[config.mk]
export PLATFORM = sky130hd
export DESIGN_NAME = keypad_button_qualifier
export DESIGN_NICKNAME = d
export VERILOG_FILES = /design/src/rtl/kbq_pkg.sv /design/src/rtl/kbq_cell.sv /design/src/rtl/kbq_head.sv /design/src/rtl/keypad_button_qualifier.sv
export VERILOG_INCLUDE_DIRS = /design/src /design/src/rtl
export SDC_FILE = /design/constraint.sdc
export NUM_CORES = 1
export LEC_CHECK = 0
export ABC_AREA = 1
export BUFFER_PORTS_ARGS = -buffer_cell sky130_fd_sc_hd__clkbuf_2
export CORE_ASPECT_RATIO = 1.4
export CORE_MARGIN = 5
export CORE_UTILIZATION = 45
export DETAILED_ROUTE_END_ITERATION = 7
export PLACE_DENSITY = 0.63
export SETUP_SLACK_MARGIN = 0.1
export SLEW_MARGIN = 5
export SYNTH_ARGS = -nofsm -noshare
export SYNTH_HDL_FRONTEND = slang
export SYNTH_SLANG_ARGS = --single-unit
export TNS_END_PERCENT = 10
[constraint.sdc]
create_clock -name clock -period 8.37 [get_ports clock]
set_input_delay 1.674 -clock clock [delete_from_list [all_inputs] [get_ports clock]]
set_output_delay 1.674 -clock clock [all_outputs]
set_load 0.005 [all_outputs]
[src/rtl/keypad_button_qualifier_macros.svh]
// Assertion macros for the keypad button qualifier.
// Depends on nothing; the asserting module supplies clock and reset by name.
`ifndef KEYPAD_BUTTON_QUALIFIER_MACROS_SVH
`define KEYPAD_BUTTON_QUALIFIER_MACROS_SVH
`ifndef SYNTHESIS
`define KBQ_ASSERT_SAME(label, a, c) \
   label: assert property (@(posedge clock) disable iff (reset) (a) |-> (c)) \
      else $error("kbq: same-cycle check failed");
`define KBQ_ASSERT_NEXT(label, a, c) \
   label: assert property (@(posedge clock) disable iff (reset) (a) |=> (c)) \
      else $error("kbq: next-cycle check failed");
`else
`define KBQ_ASSERT_SAME(label, a, c)
`define KBQ_ASSERT_NEXT(label, a, c)
`endif
`endif

[src/rtl/kbq_pkg.sv]
// Shared types and constants for the keypad button qualifier.
// Used by kbq_head and keypad_button_qualifier; depends on nothing.
package kbq_pkg;

   localparam int MASK_W  = 16;
   localparam int MODES_W = 32;
   localparam int CFG_W   = 16;
   localparam int CSR_IDX_W = 2;

   localparam logic [1:0] KIND_TICK    = 2'd0;
   localparam logic [1:0] KIND_PRESS   = 2'd1;
   localparam logic [1:0] KIND_RELEASE = 2'd2;

   localparam logic [1:0] MODE_UP    = 2'd0;
   localparam logic [1:0] MODE_DOWN  = 2'd1;
   localparam logic [1:0] MODE_DELAY = 2'd2;
   localparam logic [1:0] MODE_INERT = 2'd3;

   localparam logic [CSR_IDX_W-1:0] REG_BUTTON_MODES   = 2'd0;
   localparam logic [CSR_IDX_W-1:0] REG_HOLD_DELAY     = 2'd1;
   localparam logic [CSR_IDX_W-1:0] REG_REPEAT_PERIOD  = 2'd2;
   localparam logic [CSR_IDX_W-1:0] REG_LONG_PRESS     = 2'd3;

   localparam logic [CFG_W-1:0] HOLD_DELAY_RESET    = 16'd1500;
   localparam logic [CFG_W-1:0] REPEAT_PERIOD_RESET = 16'd300;
   localparam logic [CFG_W-1:0] LONG_PRESS_RESET    = 16'd2000;

   typedef enum logic [1:0] {
      ST_IDLE = 2'b01,
      ST_RUN  = 2'b10
   } state_type;

   typedef struct packed {
      logic act;
      logic click;
   } event_type;

endpackage

[src/rtl/kbq_cell.sv]
// One button's state cell in the ring: held, repeating and hold timer.
// Hands its contents to the neighbor on every shift; no package use.
module kbq_cell #(
   parameter int TIMER_BITS = 16
) (
   input  logic                  clock,
   input  logic                  reset,
   input  logic                  shift_en,
   input  logic                  held_i,
   input  logic                  rep_i,
   input  logic [TIMER_BITS-1:0] timer_i,
   output logic                  held_o,
   output logic                  rep_o,
   output logic [TIMER_BITS-1:0] timer_o
);

   logic                  held_ff;
   logic                  rep_ff;
   logic [TIMER_BITS-1:0] timer_ff;

   always_ff @(posedge clock) begin
      if (reset) begin
         held_ff  <= 1'b0;
         rep_ff   <= 1'b0;
         timer_ff <= '0;
      end else if (shift_en) begin
         held_ff  <= held_i;
         rep_ff   <= rep_i;
         timer_ff <= timer_i;
      end
   end

   assign held_o  = held_ff;
   assign rep_o   = rep_ff;
   assign timer_o = timer_ff;

endmodule

[src/rtl/kbq_head.sv]
// Update logic at the head of the ring: applies one transaction to one button.
// Depends on kbq_pkg for kind and mode codes and the event struct.
module kbq_head #(
   parameter int TIMER_BITS  = 16,
   parameter int CNT_W       = 4
) (
   input  logic [1:0]                    kind,
   input  logic [3:0]                    button_index,
   input  logic [CNT_W-1:0]              btn,
   input  logic [kbq_pkg::MODES_W-1:0]   button_modes,
   input  logic [kbq_pkg::CFG_W-1:0]     hold_delay,
   input  logic [kbq_pkg::CFG_W-1:0]     repeat_period,
   input  logic [kbq_pkg::CFG_W-1:0]     long_press,
   input  logic                          held_i,
   input  logic                          rep_i,
   input  logic [TIMER_BITS-1:0]         timer_i,
   output logic                          held_o,
   output logic                          rep_o,
   output logic [TIMER_BITS-1:0]         timer_o,
   output kbq_pkg::event_type            ev
);

   localparam int CMP_W = (TIMER_BITS > kbq_pkg::CFG_W) ? TIMER_BITS : kbq_pkg::CFG_W;

   logic [1:0]            mode;
   logic                  hit;
   logic [TIMER_BITS-1:0] timer_inc;
   logic [CMP_W-1:0]      inc_x;
   logic [CMP_W-1:0]      cur_x;

   always_comb begin
      mode = kbq_pkg::MODE_UP;
      if (int'(btn) < 16) begin
         mode = button_modes[2*int'(btn) +: 2];
      end
   end

   assign hit       = (int'(button_index) == int'(btn));
   assign timer_inc = (&timer_i) ? timer_i : timer_i + 1'b1;
   assign inc_x     = CMP_W'(timer_inc);
   assign cur_x     = CMP_W'(timer_i);

   always_comb begin
      held_o   = held_i;
      rep_o    = rep_i;
      timer_o  = timer_i;
      ev       = '0;
      unique case (kind)
         kbq_pkg::KIND_TICK: begin
            if (held_i) begin
               timer_o = timer_inc;
               if (mode == kbq_pkg::MODE_DOWN) begin
                  if (!rep_i) begin
                     if (inc_x > CMP_W'(hold_delay)) begin
                        rep_o   = 1'b1;
                        timer_o = '0;
                     end
                  end else if (inc_x >= CMP_W'(repeat_period)) begin
                     ev.act  = 1'b1;
                     timer_o = '0;
                  end
               end
            end
         end
         kbq_pkg::KIND_PRESS: begin
            if (hit && !held_i) begin
               held_o   = 1'b1;
               rep_o    = 1'b0;
               timer_o  = '0;
               ev.click = (mode != kbq_pkg::MODE_INERT);
               ev.act   = (mode == kbq_pkg::MODE_DOWN);
            end
         end
         kbq_pkg::KIND_RELEASE: begin
            if (hit && held_i) begin
               ev.act  = (mode == kbq_pkg::MODE_UP) ||
                         ((mode == kbq_pkg::MODE_DELAY) && (cur_x > CMP_W'(long_press)));
               held_o  = 1'b0;
               rep_o   = 1'b0;
               timer_o = '0;
            end
         end
         default: begin
            // unused kind: leave state alone
         end
      endcase
   end

endmodule

[src/rtl/keypad_button_qualifier.sv]
// Keypad button qualifier: per-button press, release, auto-repeat and long-press logic.
// rsp_valid is registered and rises after the ring's last step for the accepted request.
// One transaction at a time: the state ring rotates once past its single update head, and
// the next request is taken only back in idle; a new request is taken while a response
// waits, and the ring holds on its last step until the response register frees up.
// Reset (synchronous): all buttons released, timers zero, config to its default values.
module keypad_button_qualifier #(
   parameter int NUM_BUTTONS = 16,
   parameter int TIMER_BITS  = 16
) (
   input  logic                            clock,
   input  logic                            reset,
   input  logic                            req_valid,
   output logic                            req_stall,
   input  logic [1:0]                      req_kind,
   input  logic [3:0]                      req_button_index,
   output logic                            rsp_valid,
   input  logic                            rsp_stall,
   output logic [kbq_pkg::MASK_W-1:0]      rsp_activation_mask,
   output logic                            rsp_click,
   input  logic                            csr_wr_en,
   input  logic [kbq_pkg::CSR_IDX_W-1:0]   csr_index,
   input  logic [kbq_pkg::MODES_W-1:0]     csr_wdata
);

`include "keypad_button_qualifier_macros.svh"

   localparam int CNT_W = (NUM_BUTTONS > 1) ? $clog2(NUM_BUTTONS) : 1;

   kbq_pkg::state_type state_ff, state_in;
   logic [CNT_W-1:0]   cnt_ff, cnt_in;
   logic [1:0]         kind_ff;
   logic [3:0]         idx_ff;
   logic [kbq_pkg::MASK_W-1:0] mask_ff, mask_in;
   logic               click_ff, click_in;
   logic               rsp_valid_ff, rsp_valid_in;
   logic [kbq_pkg::MASK_W-1:0] rsp_mask_ff;
   logic               rsp_click_ff;

   logic [kbq_pkg::MODES_W-1:0] modes_ff;
   logic [kbq_pkg::CFG_W-1:0]   hold_ff, period_ff, long_ff;

   logic                  cell_held  [NUM_BUTTONS];
   logic                  cell_rep   [NUM_BUTTONS];
   logic [TIMER_BITS-1:0] cell_timer [NUM_BUTTONS];
   logic                  head_held, head_rep;
   logic [TIMER_BITS-1:0] head_timer;
   kbq_pkg::event_type    ev;

   logic accept, running, last, out_free, shift_en, load;
   logic [kbq_pkg::MASK_W-1:0] act_bit;

   assign running   = (state_ff == kbq_pkg::ST_RUN);
   assign req_stall = !(state_ff == kbq_pkg::ST_IDLE);
   assign accept    = req_valid && !req_stall;
   assign last      = (cnt_ff == CNT_W'(NUM_BUTTONS - 1));
   assign out_free  = !rsp_valid_ff || !rsp_stall;
   // hold the ring on the final step until the response register frees up
   assign shift_en  = running && (!last || out_free);
   assign load      = shift_en && last;

   // head cell holds button cnt_ff; its updated state re-enters at the tail
   kbq_head #(
      .TIMER_BITS  (TIMER_BITS),
      .CNT_W       (CNT_W)
   ) u_head (
      .kind          (kind_ff),
      .button_index  (idx_ff),
      .btn           (cnt_ff),
      .button_modes  (modes_ff),
      .hold_delay    (hold_ff),
      .repeat_period (period_ff),
      .long_press    (long_ff),
      .held_i        (cell_held[0]),
      .rep_i         (cell_rep[0]),
      .timer_i       (cell_timer[0]),
      .held_o        (head_held),
      .rep_o         (head_rep),
      .timer_o       (head_timer),
      .ev            (ev)
   );

   for (genvar g = 0; g < NUM_BUTTONS; g++) begin : g_ring
      if (g == NUM_BUTTONS - 1) begin : g_tail
         kbq_cell #(.TIMER_BITS(TIMER_BITS)) u_cell (
            .clock    (clock),
            .reset    (reset),
            .shift_en (shift_en),
            .held_i   (head_held),
            .rep_i    (head_rep),
            .timer_i  (head_timer),
            .held_o   (cell_held[g]),
            .rep_o    (cell_rep[g]),
            .timer_o  (cell_timer[g])
         );
      end else begin : g_body
         kbq_cell #(.TIMER_BITS(TIMER_BITS)) u_cell (
            .clock    (clock),
            .reset    (reset),
            .shift_en (shift_en),
            .held_i   (cell_held[g+1]),
            .rep_i    (cell_rep[g+1]),
            .timer_i  (cell_timer[g+1]),
            .held_o   (cell_held[g]),
            .rep_o    (cell_rep[g]),
            .timer_o  (cell_timer[g])
         );
      end
   end

   assign act_bit = ev.act ? (kbq_pkg::MASK_W'(1) << cnt_ff) : '0;

   always_comb begin
      state_in     = state_ff;
      cnt_in       = cnt_ff;
      mask_in      = mask_ff;
      click_in     = click_ff;
      rsp_valid_in = rsp_valid_ff && rsp_stall;
      if (accept) begin
         state_in = kbq_pkg::ST_RUN;
         cnt_in   = '0;
         mask_in  = '0;
         click_in = 1'b0;
      end else if (shift_en) begin
         mask_in  = mask_ff | act_bit;
         click_in = click_ff | ev.click;
         if (last) begin
            state_in     = kbq_pkg::ST_IDLE;
            cnt_in       = '0;
            rsp_valid_in = 1'b1;
         end else begin
            cnt_in = cnt_ff + 1'b1;
         end
      end
   end

   always_ff @(posedge clock) begin
      if (reset) begin
         state_ff     <= kbq_pkg::ST_IDLE;
         cnt_ff       <= '0;
         rsp_valid_ff <= 1'b0;
         modes_ff     <= '0;
         hold_ff      <= kbq_pkg::HOLD_DELAY_RESET;
         period_ff    <= kbq_pkg::REPEAT_PERIOD_RESET;
         long_ff      <= kbq_pkg::LONG_PRESS_RESET;
      end else begin
         state_ff     <= state_in;
         cnt_ff       <= cnt_in;
         rsp_valid_ff <= rsp_valid_in;
         if (csr_wr_en) begin
            unique case (csr_index)
               kbq_pkg::REG_BUTTON_MODES:  modes_ff  <= csr_wdata;
               kbq_pkg::REG_HOLD_DELAY:    hold_ff   <= csr_wdata[kbq_pkg::CFG_W-1:0];
               kbq_pkg::REG_REPEAT_PERIOD: period_ff <= csr_wdata[kbq_pkg::CFG_W-1:0];
               kbq_pkg::REG_LONG_PRESS:    long_ff   <= csr_wdata[kbq_pkg::CFG_W-1:0];
               default: begin
               end
            endcase
         end
      end
   end

   always_ff @(posedge clock) begin
      if (accept) begin
         kind_ff <= req_kind;
         idx_ff  <= req_button_index;
      end
      mask_ff  <= mask_in;
      click_ff <= click_in;
      if (load) begin
         rsp_mask_ff  <= mask_in;
         rsp_click_ff <= click_in;
      end
   end

   assign rsp_valid           = rsp_valid_ff;
   assign rsp_activation_mask = rsp_mask_ff;
   assign rsp_click           = rsp_click_ff;

   `KBQ_ASSERT_NEXT(a_accept_runs, accept, running && (cnt_ff == '0))
   `KBQ_ASSERT_SAME(a_idle_cnt_zero, !running, cnt_ff == '0)
   `KBQ_ASSERT_NEXT(a_load_presents, load, rsp_valid_ff && !running)
   `KBQ_ASSERT_SAME(a_no_overwrite, load, out_free)

endmodule

==> Yosys cells after proc, flatten, opt, wreduce, memory -nomap -nowiden <==
Index checks and enable logic that the tools add are counted.
{ "classes": {"n_eq_ne": 12, "n_reduce_logical": 27, "order_cmp": 3, "n_addsub": 2, "n_shift": 2, "n_bitwise": 2, "muxes": 39} }
{ "ops": {"columns": ["op", "count"], "rows": [
  ["$mux W16", 11],
  ["$pmux W16 S3", 1],
  ["$gt A16 B16 Y1", 2],
  ["$shiftx A32 B6 Y2", 1],
  ["$mux W1", 19],
  ["$add A16 B1 Y16 const B", 1],
  ["$ge A16 B16 Y1", 1],
  ["$or A16 B16 Y16", 1],
  ["$reduce_and A16 Y1", 1],
  ["$shl A1 B4 Y16 const A", 1],
  ["$eq A2 B2 Y1 const B", 5],
  ["$reduce_and A2 Y1", 5],
  ["$eq A2 B1 Y1 const B", 4],
  ["$mux W2", 4],
  ["$logic_and A1 B1 Y1", 7],
  ["$logic_not A2 Y1", 3],
  ["$pmux W1 S3", 2],
  ["$logic_not A1 Y1", 5],
  ["$add A4 B1 Y4 const B", 1],
  ["$eq A4 B4 Y1", 1],
  ["$eq A4 B4 Y1 const B", 1],
  ["$mux W4", 1],
  ["$reduce_bool A2 Y1", 2],
  ["$logic_or A1 B1 Y1", 3],
  ["4 further kinds", 4]
]} }
{ "totals": {"output_inout_bits": 19, "elab_cells": 148, "register_bits": 415, "inputBits": 45} }

==> Longest topological paths before layout <==
Gate-level depths: netlist (run 1).
{ "depth": {"word_depth": 12, "depth_mapped": 27, "mapped_depth_nobuf": 26} }

==> By module <==
A second synthesis (run 1) with hierarchy kept.
{ "unflattened": {"hier_cells": 2793, "hier_area_um2": 19314.8} }
{ "modules_own_cells": {"columns": ["mod", "cells_each", "seq_area_each_um2", "instances", "area_per_inst_um2"], "rows": [
  ["kbq_cell", 114, 360.3, 16, 759.5],
  ["keypad_button_qualifier", 511, 2772.7, 1, 4523.1],
  ["kbq_head", 458, 0.0, 1, 2640.0]
]} }

==> Worst setup path after synthesis (run 1) <==
No wires, ideal clock.
{ "synth_timing": {"path_kind": "reg-to-reg", "start": "register g_ring[0].g_body.u_cell.timer_ff[1]", "end": "register rsp_mask_ff, in the netlist rsp_activation_mask[10], data pin", "path_slack_ps": 5372, "arrival_time_ps": 2838, "path_stages_with_launch": 23, "setup_time_ps": 160, "synth_period_minus_slack_ps": 2998, "required_ps": 8210, "n_path_buf": 1, "path_cell_list": "dfxtp_1 > ha_1 > inv_1 > nor2_1 > nand2_1 > nor2_2 > nand2_2 > nor2_1 > nand2_2 > nand3b_1 > nand2_1 > ha_1 > nand2_1 > nor3_1 > nand3_1 > nand3_1 > nand2_1 > nor2_1 > nand2_2 > nand2_4 > buf_8 > nand4_1 > a21oi_1"} }
{ "synth_via": {"elab_chain_len": 12, "elab_cells_between_ends": 17, "cone_classes": "1 x add/sub; 2 x order compare; 10 x mux; 1 x bitwise; 3 x reduce/logical"} }
{ "synth_rtl": {"columns": ["item", "line_no", "text"], "rows": [
  ["from (decl)", "kbq_cell.sv:19", "logic [TIMER_BITS-1:0] timer_ff;"],
  ["from (signal assigned)", "kbq_cell.sv:29", "timer_ff <= timer_i;"],
  ["$add A16 B1 Y16 / $reduce_and A16 Y1 (equally long branches)", "kbq_head.sv:39", "assign timer_inc = (&timer_i) ? timer_i : timer_i + 1'b1;"],
  ["$mux W16", "kbq_head.sv:39", null],
  ["$ge A16 B16 Y1", "kbq_head.sv:58", "end else if (inc_x >= CMP_W'(repeat_period)) begin"],
  ["$mux W1", "kbq_head.sv:58", null],
  ["$mux W1", "kbq_head.sv:53", "if (!rep_i) begin"],
  ["$mux W1", "kbq_head.sv:52", "if (mode == kbq_pkg::MODE_DOWN) begin"],
  ["$mux W1", "kbq_head.sv:50", "if (held_i) begin"],
  ["$pmux W1 S3 *", "kbq_head.sv:48", "unique case (kind)"],
  ["$mux W16 *", "keypad_button_qualifier.sv:111", "assign act_bit = ev.act ? (kbq_pkg::MASK_W'(1) << cnt_ff) : '0;"],
  ["$or A16 B16 Y16 *", "keypad_button_qualifier.sv:125", "mask_in = mask_ff | act_bit;"],
  ["$mux W16 *", "keypad_button_qualifier.sv:124", "end else if (shift_en) begin"],
  ["$mux W16 *", "keypad_button_qualifier.sv:119", "if (accept) begin"],
  ["via mask_in (one bit)", "keypad_button_qualifier.sv:34", "logic [kbq_pkg::MASK_W-1:0] mask_ff, mask_in;"],
  ["to (signal assigned)", "keypad_button_qualifier.sv:171", "rsp_mask_ff <= mask_in;"],
  ["to (decl)", "keypad_button_qualifier.sv:37", "logic [kbq_pkg::MASK_W-1:0] rsp_mask_ff;"]
]} }
Mark *: on every way through the listed nets, which the timed path passes. The rest lies on a longest branch.
A chain may end at the register's enable or synchronous reset.

==> Final worst setup path (run 1) <==
{ "layout_timing": {"start": "register g_ring[0].g_body.u_cell.timer_ff[2]", "end": "register rsp_mask_ff, in the netlist rsp_activation_mask[14], data pin"} }
Same word-level chain as after synthesis.

==> results of run 1 <==
==> placed cells by master, fill, tap and decap left out, drive strengths merged <==
cell type	instances
clkinvlp	1
dfxtp	392
nand3b	2
a31oi	3
clkinv	9
nand2	177
xnor2	3
nor2	660
buf	6
ha	59
clkbuf	121
xor2	10
inv	131
o211ai	16
a32o	1
a21oi	130
o21ai	380
nand3	25
a211oi	1
o21bai	2
nand4	24
nor3	14
a21o	1
bufinv	8
edfxtp	23
o21a	1
==> cell type report <==
cell class	instances	area (um2)
Timing Repair Buffer	69	373
Sequential cell	415	8540
Clock inverter	17	293
Multi-Input combinational cell	1509	7170
Tap cell	467	584
Inverter	132	510
Fill cell	3580	18100
Clock buffer	58	1200
==> sequential cells by signal, indices dropped and copies added (netlist names) <==
signal,count
click_ff,1
cnt_ff,4
g_ring.g_body.u_cell.held_o,15
g_ring.g_body.u_cell.rep_o,15
g_ring.g_body.u_cell.timer_o,240
g_ring.g_tail.u_cell.held_o,1
g_ring.g_tail.u_cell.rep_o,1
g_ring.g_tail.u_cell.timer_o,16
hold_ff,16
idx_ff,4
kind_ff,2
long_ff,16
mask_ff,16
modes_ff,32
period_ff,16
rsp_activation_mask,16
rsp_click,1
rsp_valid,1
state_ff,2
==> per-stage QoR <==
stage	setup WS, ns	instance area (um2)	utilization, %
3_5_place_dp	4.46	17200	46.7
6_report	4.49	18700	50.8
3_3_place_gp	4.47	17200	46.7
5_1_grt	4.07	18700	50.8
2_1_floorplan	5.37	16800	-
4_1_cts	4.47	18700	50.8
==> power by group <==
part	leakage (uW)	internal [uW]	total (uW)	switching, uW
Combinational	0.00336	122	350	229
Clock	0.000730	1250	2010	760
Sequential	0.00340	2090	2140	51.2
==> logic make-up (layout without fill, tap and decap cells) <==
logic type,Yosys count,after routing,share of synthesized area (%)
and+or+nand+nor,902,902,21.2
DFF,415,415,50.9
xor gates and xnor gates,13,13,0.679
adders and majority gates,59,59,4.40
AOI/OAI and AO/OA,535,535,16.4
buffers and inverters,268,276,6.42
==> per-layer routing <==
layer  routed length, um  up-vias  global-route usage, %
li1                    -     7058                      -
met4                1310        0                   6.99
met1               16200     6122                   21.8
met5                   0        -                      0
met2               17100      208                   28.8
met3                1200       72                   2.49
==> worst max-delay path, stage by stage, from the launching register on <==
cell	delay, ns
dfxtp_1	0.50
nand3_1	0.18
nor2_1	0.18
nand3_1	0.22
nor3_2	0.29
nand3_1	0.13
xor2_1	0.15
nand2_1	0.14
ha_1	0.34
nand4_1	0.15
nor3_1	0.25
nand3_1	0.13
nand3_1	0.17
nand2_1	0.09
nor2_1	0.15
nand2_2	0.08
nand2_4	0.16
nand4_1	0.12
a21oi_1	0.24
==> final timing paths <==
path / from / to / slack, ns / depth (start not counted)
worst min register to register: modes_ff[18] / modes_ff[18] / 0.46 / 2
worst max-delay path: g_ring[0].g_body.u_cell.timer_o[2] / rsp_activation_mask[14] / 4.49 / 18
worst max register to register: g_ring[0].g_body.u_cell.timer_o[2] / rsp_activation_mask[14] / 4.49 / 18
worst min-delay path: modes_ff[18] / modes_ff[18] / 0.46 / 2
==> metrics.txt, run 1 <==
status complete, no violations; Hold Path Class reg -> reg; initial core utilization between 40 and 50%; Min Clock Period, post-route 3.88 ns; LEAKAGE 0.00749 uW; Final Hold Fails 0; Clock Tree Root clkbuf_16; Antenna Nets Post-Route 0; post-DP HPWL 22300 um; post-synthesis async set-or-reset flop share 0%; Worst Clk Skew 0.0220 ns; # clock sinks 415; Maximum Capacitance Violations 0; unrepaired setup endpoints after global routing false; final hold slack 0.455 ns; top post-synthesis cells by area dfxtp_1 (47%), nor2_1 (15%), o21ai_0 (11%); gr usage total 17.0%; Die Y 238 um; cell area after synthesis 0.0168 mm2; routability cong. around 0.8; main flop type after synthesis dfxtp_1; Inst Count DP 2592; CP Capture Type flip-flop; Max Buffers Root-to-Sink 3; Final #Nets 2272; Syn Area/Cell 7.65 um2; Routed wire per std cell between 10 and 15 um; Slew Viols, Final 0; Synth Register Bits 415; period utilisation layout 46.3%; vias in the first global route 12500; Post-Layout Cell Count between 2000 and 3000; Site Rows 83; gr ovfl total 0; relative slew slack 23.8%; clock-pin transition on the worst setup and hold timing paths 0.06 ns; Ports 64; CTS tree yes; Detailed Routing Iterations Pass 1 5; setup TNS 0 ns; path type of the worst setup path reg -> reg; # diodes 0; startpoint class of the critical path flip-flop; layout cell share with drive strength beyond 1 under 10%; Post-CTS Resized 0; syn_nets 2296; # DRC 0; fmax 258 MHz; first-pass GRT wire length between 60000 and 70000 um; CP Max Fanout 16; core footprint 0.0368 mm2; Yosys warnings 0; post-synthesis cell type count 37; H-tree levels 2; Final Power between 4000 and 5000 uW; die width between 150 and 200 um; crit path DAT roughly 4.2 ns; setup violation total in the final timing report 0; sequential cell area fraction in the yosys report 50.9%; synthesized instance count 2192; via density per instance 5.05; Post-synth top cells nor2_1 (655), dfxtp_1 (392), o21ai_0 (374); PwrDens 241 mW/mm2; Least-Margin Pin Slew 1.14 ns; Port Buffer Count 63; area grow syn2layout 11.4%; DR vias between 10000 and 15000; # Post-CTS Setup Buffers 0; Post-synth EDFFs 23; CTS Buf Count 41; Critical Path RT 8.71 ns; Die Area between 0.04 and 0.05 mm2; Post-Route WL 35800 um; Yosys top cell by area dfxtp_1; number of DRC markers in iteration 0 997; initial antenna violation count 0; top-area cell type share of the netlist area 46.8%; peak supply drop 0.127 mV; most frequent cell after synthesis nor2_1; Post-CTS Hold Fix Bufs 0; clock latency on the worst-skew pair 0.54 ns; pin count of the biggest net entering global routing 284
Power figures use the tool's default switching activity.
==> inputs of run 2 (changes only) <==
- clock period: 8.37 -> 4 ns (I/O delays scaled with it)
==> run 2 against run 1 <==
Compared with the run above: clock power is 94% higher; clock skew is 0.0086 ns lower; cell area fell by 0.14%; largest cell class unchanged; sequential power is 110% higher; global-route usage grew 0.46 points; final cell count is 0.26% higher; critical path depth did not move; hold slack lost 0.015 ns; critical endpoint unchanged; highest routed layer unchanged.
==> metrics.txt, run 2 (synthesized netlist as in run 1, its figures left out) <==
multi-input logic area between 0.007 and 0.008 mm2; Antenna Nets Post-Route 0; Die Area a little over 0.04 mm2; most common cell after layout, fill and taps aside nor2_1; Worst Clk Skew 0.0134 ns; Critical Path RT around 4.4 ns; met2 Use GR just over 30%; crit path DAT 3.83 ns; Clock Tree Root clkbuf_16; peak supply drop 0.237 mV; # diodes 0; Hold Crit Start req_button_index[1]; Final Power 9110 uW; CP Capture Type flip-flop; DR vias 13600; Sequential Area around 0.0085 mm2; initial antenna violation count 0; grt met1 use 22.5%; period utilisation layout around 87%; # Post-CTS Setup Buffers 0; Ports 64; die width 173 um; CP Buf/Inv Count 0; clock-pin transition on the worst setup and hold timing paths 0.06 ns; CP Launch Point g_ring[0].g_body.u_cell.timer_o[2]; GR peak layer met2; H-tree levels 2; Slew Viols, Final 0; cell mode on critical path nand3_1; path type of the worst setup path reg -> reg; Post-Route WL 36800 um; gr usage total 17.4%; Port Buffer Count 63; pin count of the biggest net entering global routing 296; Detailed Routing Iterations Pass 1 5; via density per instance 5.10; Least-Margin Pin Slew 1.14 ns; setup TNS 0 ns; fmax about 290 MHz; Critical-path top delay cell dfxtp_1; family with the most delay on the worst path simple AND/OR/NAND/NOR gates; Post-Layout Cell Count 2674; met3 Usage GRT 2.58%; area grow syn2layout 11.2%; status complete, no violations; first-pass GRT wire length 61800 um; Int Pwr 6930 uW; CTS Buf Count 40; Min Clock Period, post-route 3.48 ns; clock latency on the worst-skew pair 0.54 ns; Sw Ratio 23.9%; R2R Path Start g_ring[0].g_body.u_cell.timer_o[2]; Final Util approximately half; Hold Path Class in -> reg; # fillers 3566; gr ovfl total 0; relative slew slack between 20% and 30%; Maximum Capacitance Violations 0; final hold slack 0.440 ns; post-DP HPWL about 23000 um; initial core utilization between 40% and 50%; CP Max Fanout 16; Max Buffers Root-to-Sink 3; clock power share 42.7%; # DRC 0; startpoint class of the critical path flip-flop; max reg flops 240; crit path cell chain nand3_1 -> nor2_1 -> nand3_1 -> nor3_2 -> nand2_1 -> xor2_1 -> nand2_1 -> ha_1 -> nand4_1 -> nor3_1 -> nand3_1 -> nand3_1 -> nand2_1 -> nor2_1 -> nand2_2 -> nand2_4 -> nand4_1 -> a21oi_1; vias in the first global route 12700; Final Hold Fails 0; setup violation total in the final timing report 0; Gate power share 8.3%; LEAKAGE 0.00751 uW; Die Y 238 um; Inst Count DP between 2000 and 3000; unrepaired setup endpoints after global routing false; Final #Nets 2281; number of DRC markers in iteration 0 roughly 1100; core footprint 0.0368 mm2; routability cong. 0.861; Reg power frac 49.0%; # clock sinks 415; CTS tree yes; layout cell share with drive strength beyond 1 7.61%; Routed wire per std cell 13.8 um; switching pwr 2180 uW; most frequent cells in the layout nor2_1 (655), dfxtp_1 (391), o21ai_0 (374); crit-path max cell delay 0.47 ns; Site Rows between 80 and 90; PwrDens 489 mW/mm2
[run 2: worst reg2reg max path, stage by stage (launching register included)]
cell	delay (ns)
dfxtp_1	0.47
nand3_1	0.16
nor2_1	0.17
nand3_1	0.18
nor3_2	0.28
nand2_1	0.11
xor2_1	0.14
nand2_1	0.12
ha_1	0.34
nand4_1	0.13
nor3_1	0.21
nand3_1	0.10
nand3_1	0.11
nand2_1	0.08
nor2_1	0.11
nand2_2	0.07
nand2_4	0.17
nand4_1	0.12
a21oi_1	0.21
[run 2: final timing paths]
check / endpoint / slack (ns) / cells after the start
worst max-delay path: rsp_activation_mask[14] / 0.52 / 18
worst min-delay path: idx_ff[1] / 0.44 / 1
worst max register to register: rsp_activation_mask[14] / 0.52 / 18
worst min register to register: modes_ff[18] / 0.45 / 2
[run 2: layout make-up]
cell class                      instances  area share [%]
Sequential cell                       415            45.8
Tap cell                              467            3.13
Clock buffer                           53            6.01
Inverter                              132            2.74
Clock inverter                         19            1.23
Timing Repair Buffer                   79            2.60
Multi-Input combinational cell       1509            38.5
[run 2: per-layer routing]
| layer | wire length (um) | share of wire (%) |
|---|---|---|
| met4 | 858 | 2.3 |
| met1 | 16800 | 46 |
| met3 | 1510 | 4.1 |
| met5 | 0 | 0 |
| met2 | 17700 | 48 |
[run 2: what timing repair did]
| item | CTS | global route |
|---|---|---|
| hold endpoints to repair | 0 | 0 |
| hold buffers | 0 | 0 |
| gates resized for setup | 0 | 2 |
| setup endpoints to repair | 0 | 18 |
[run 2: through the flow]
step                      worst slack (ns)  cell area (um2)
final                                0.519            18600
after floorplan                       1.00            16800
after global routing                 0.139            18600
after global placement               0.511            17300
after CTS                            0.392            18600
after detailed placement             0.399            17300
[run 2: power groups by stage]
stage | clock network, uW | logic, uW | registers [uW]
final | 3890 | 756 | 4460
after global routing | 4140 | 884 | 4480
after CTS | 3990 | 762 | 4460
after detailed placement | 0 | 758 | 4550
after global placement | 0 | 743 | 4550
after floorplan | 0 | 581 | 4520
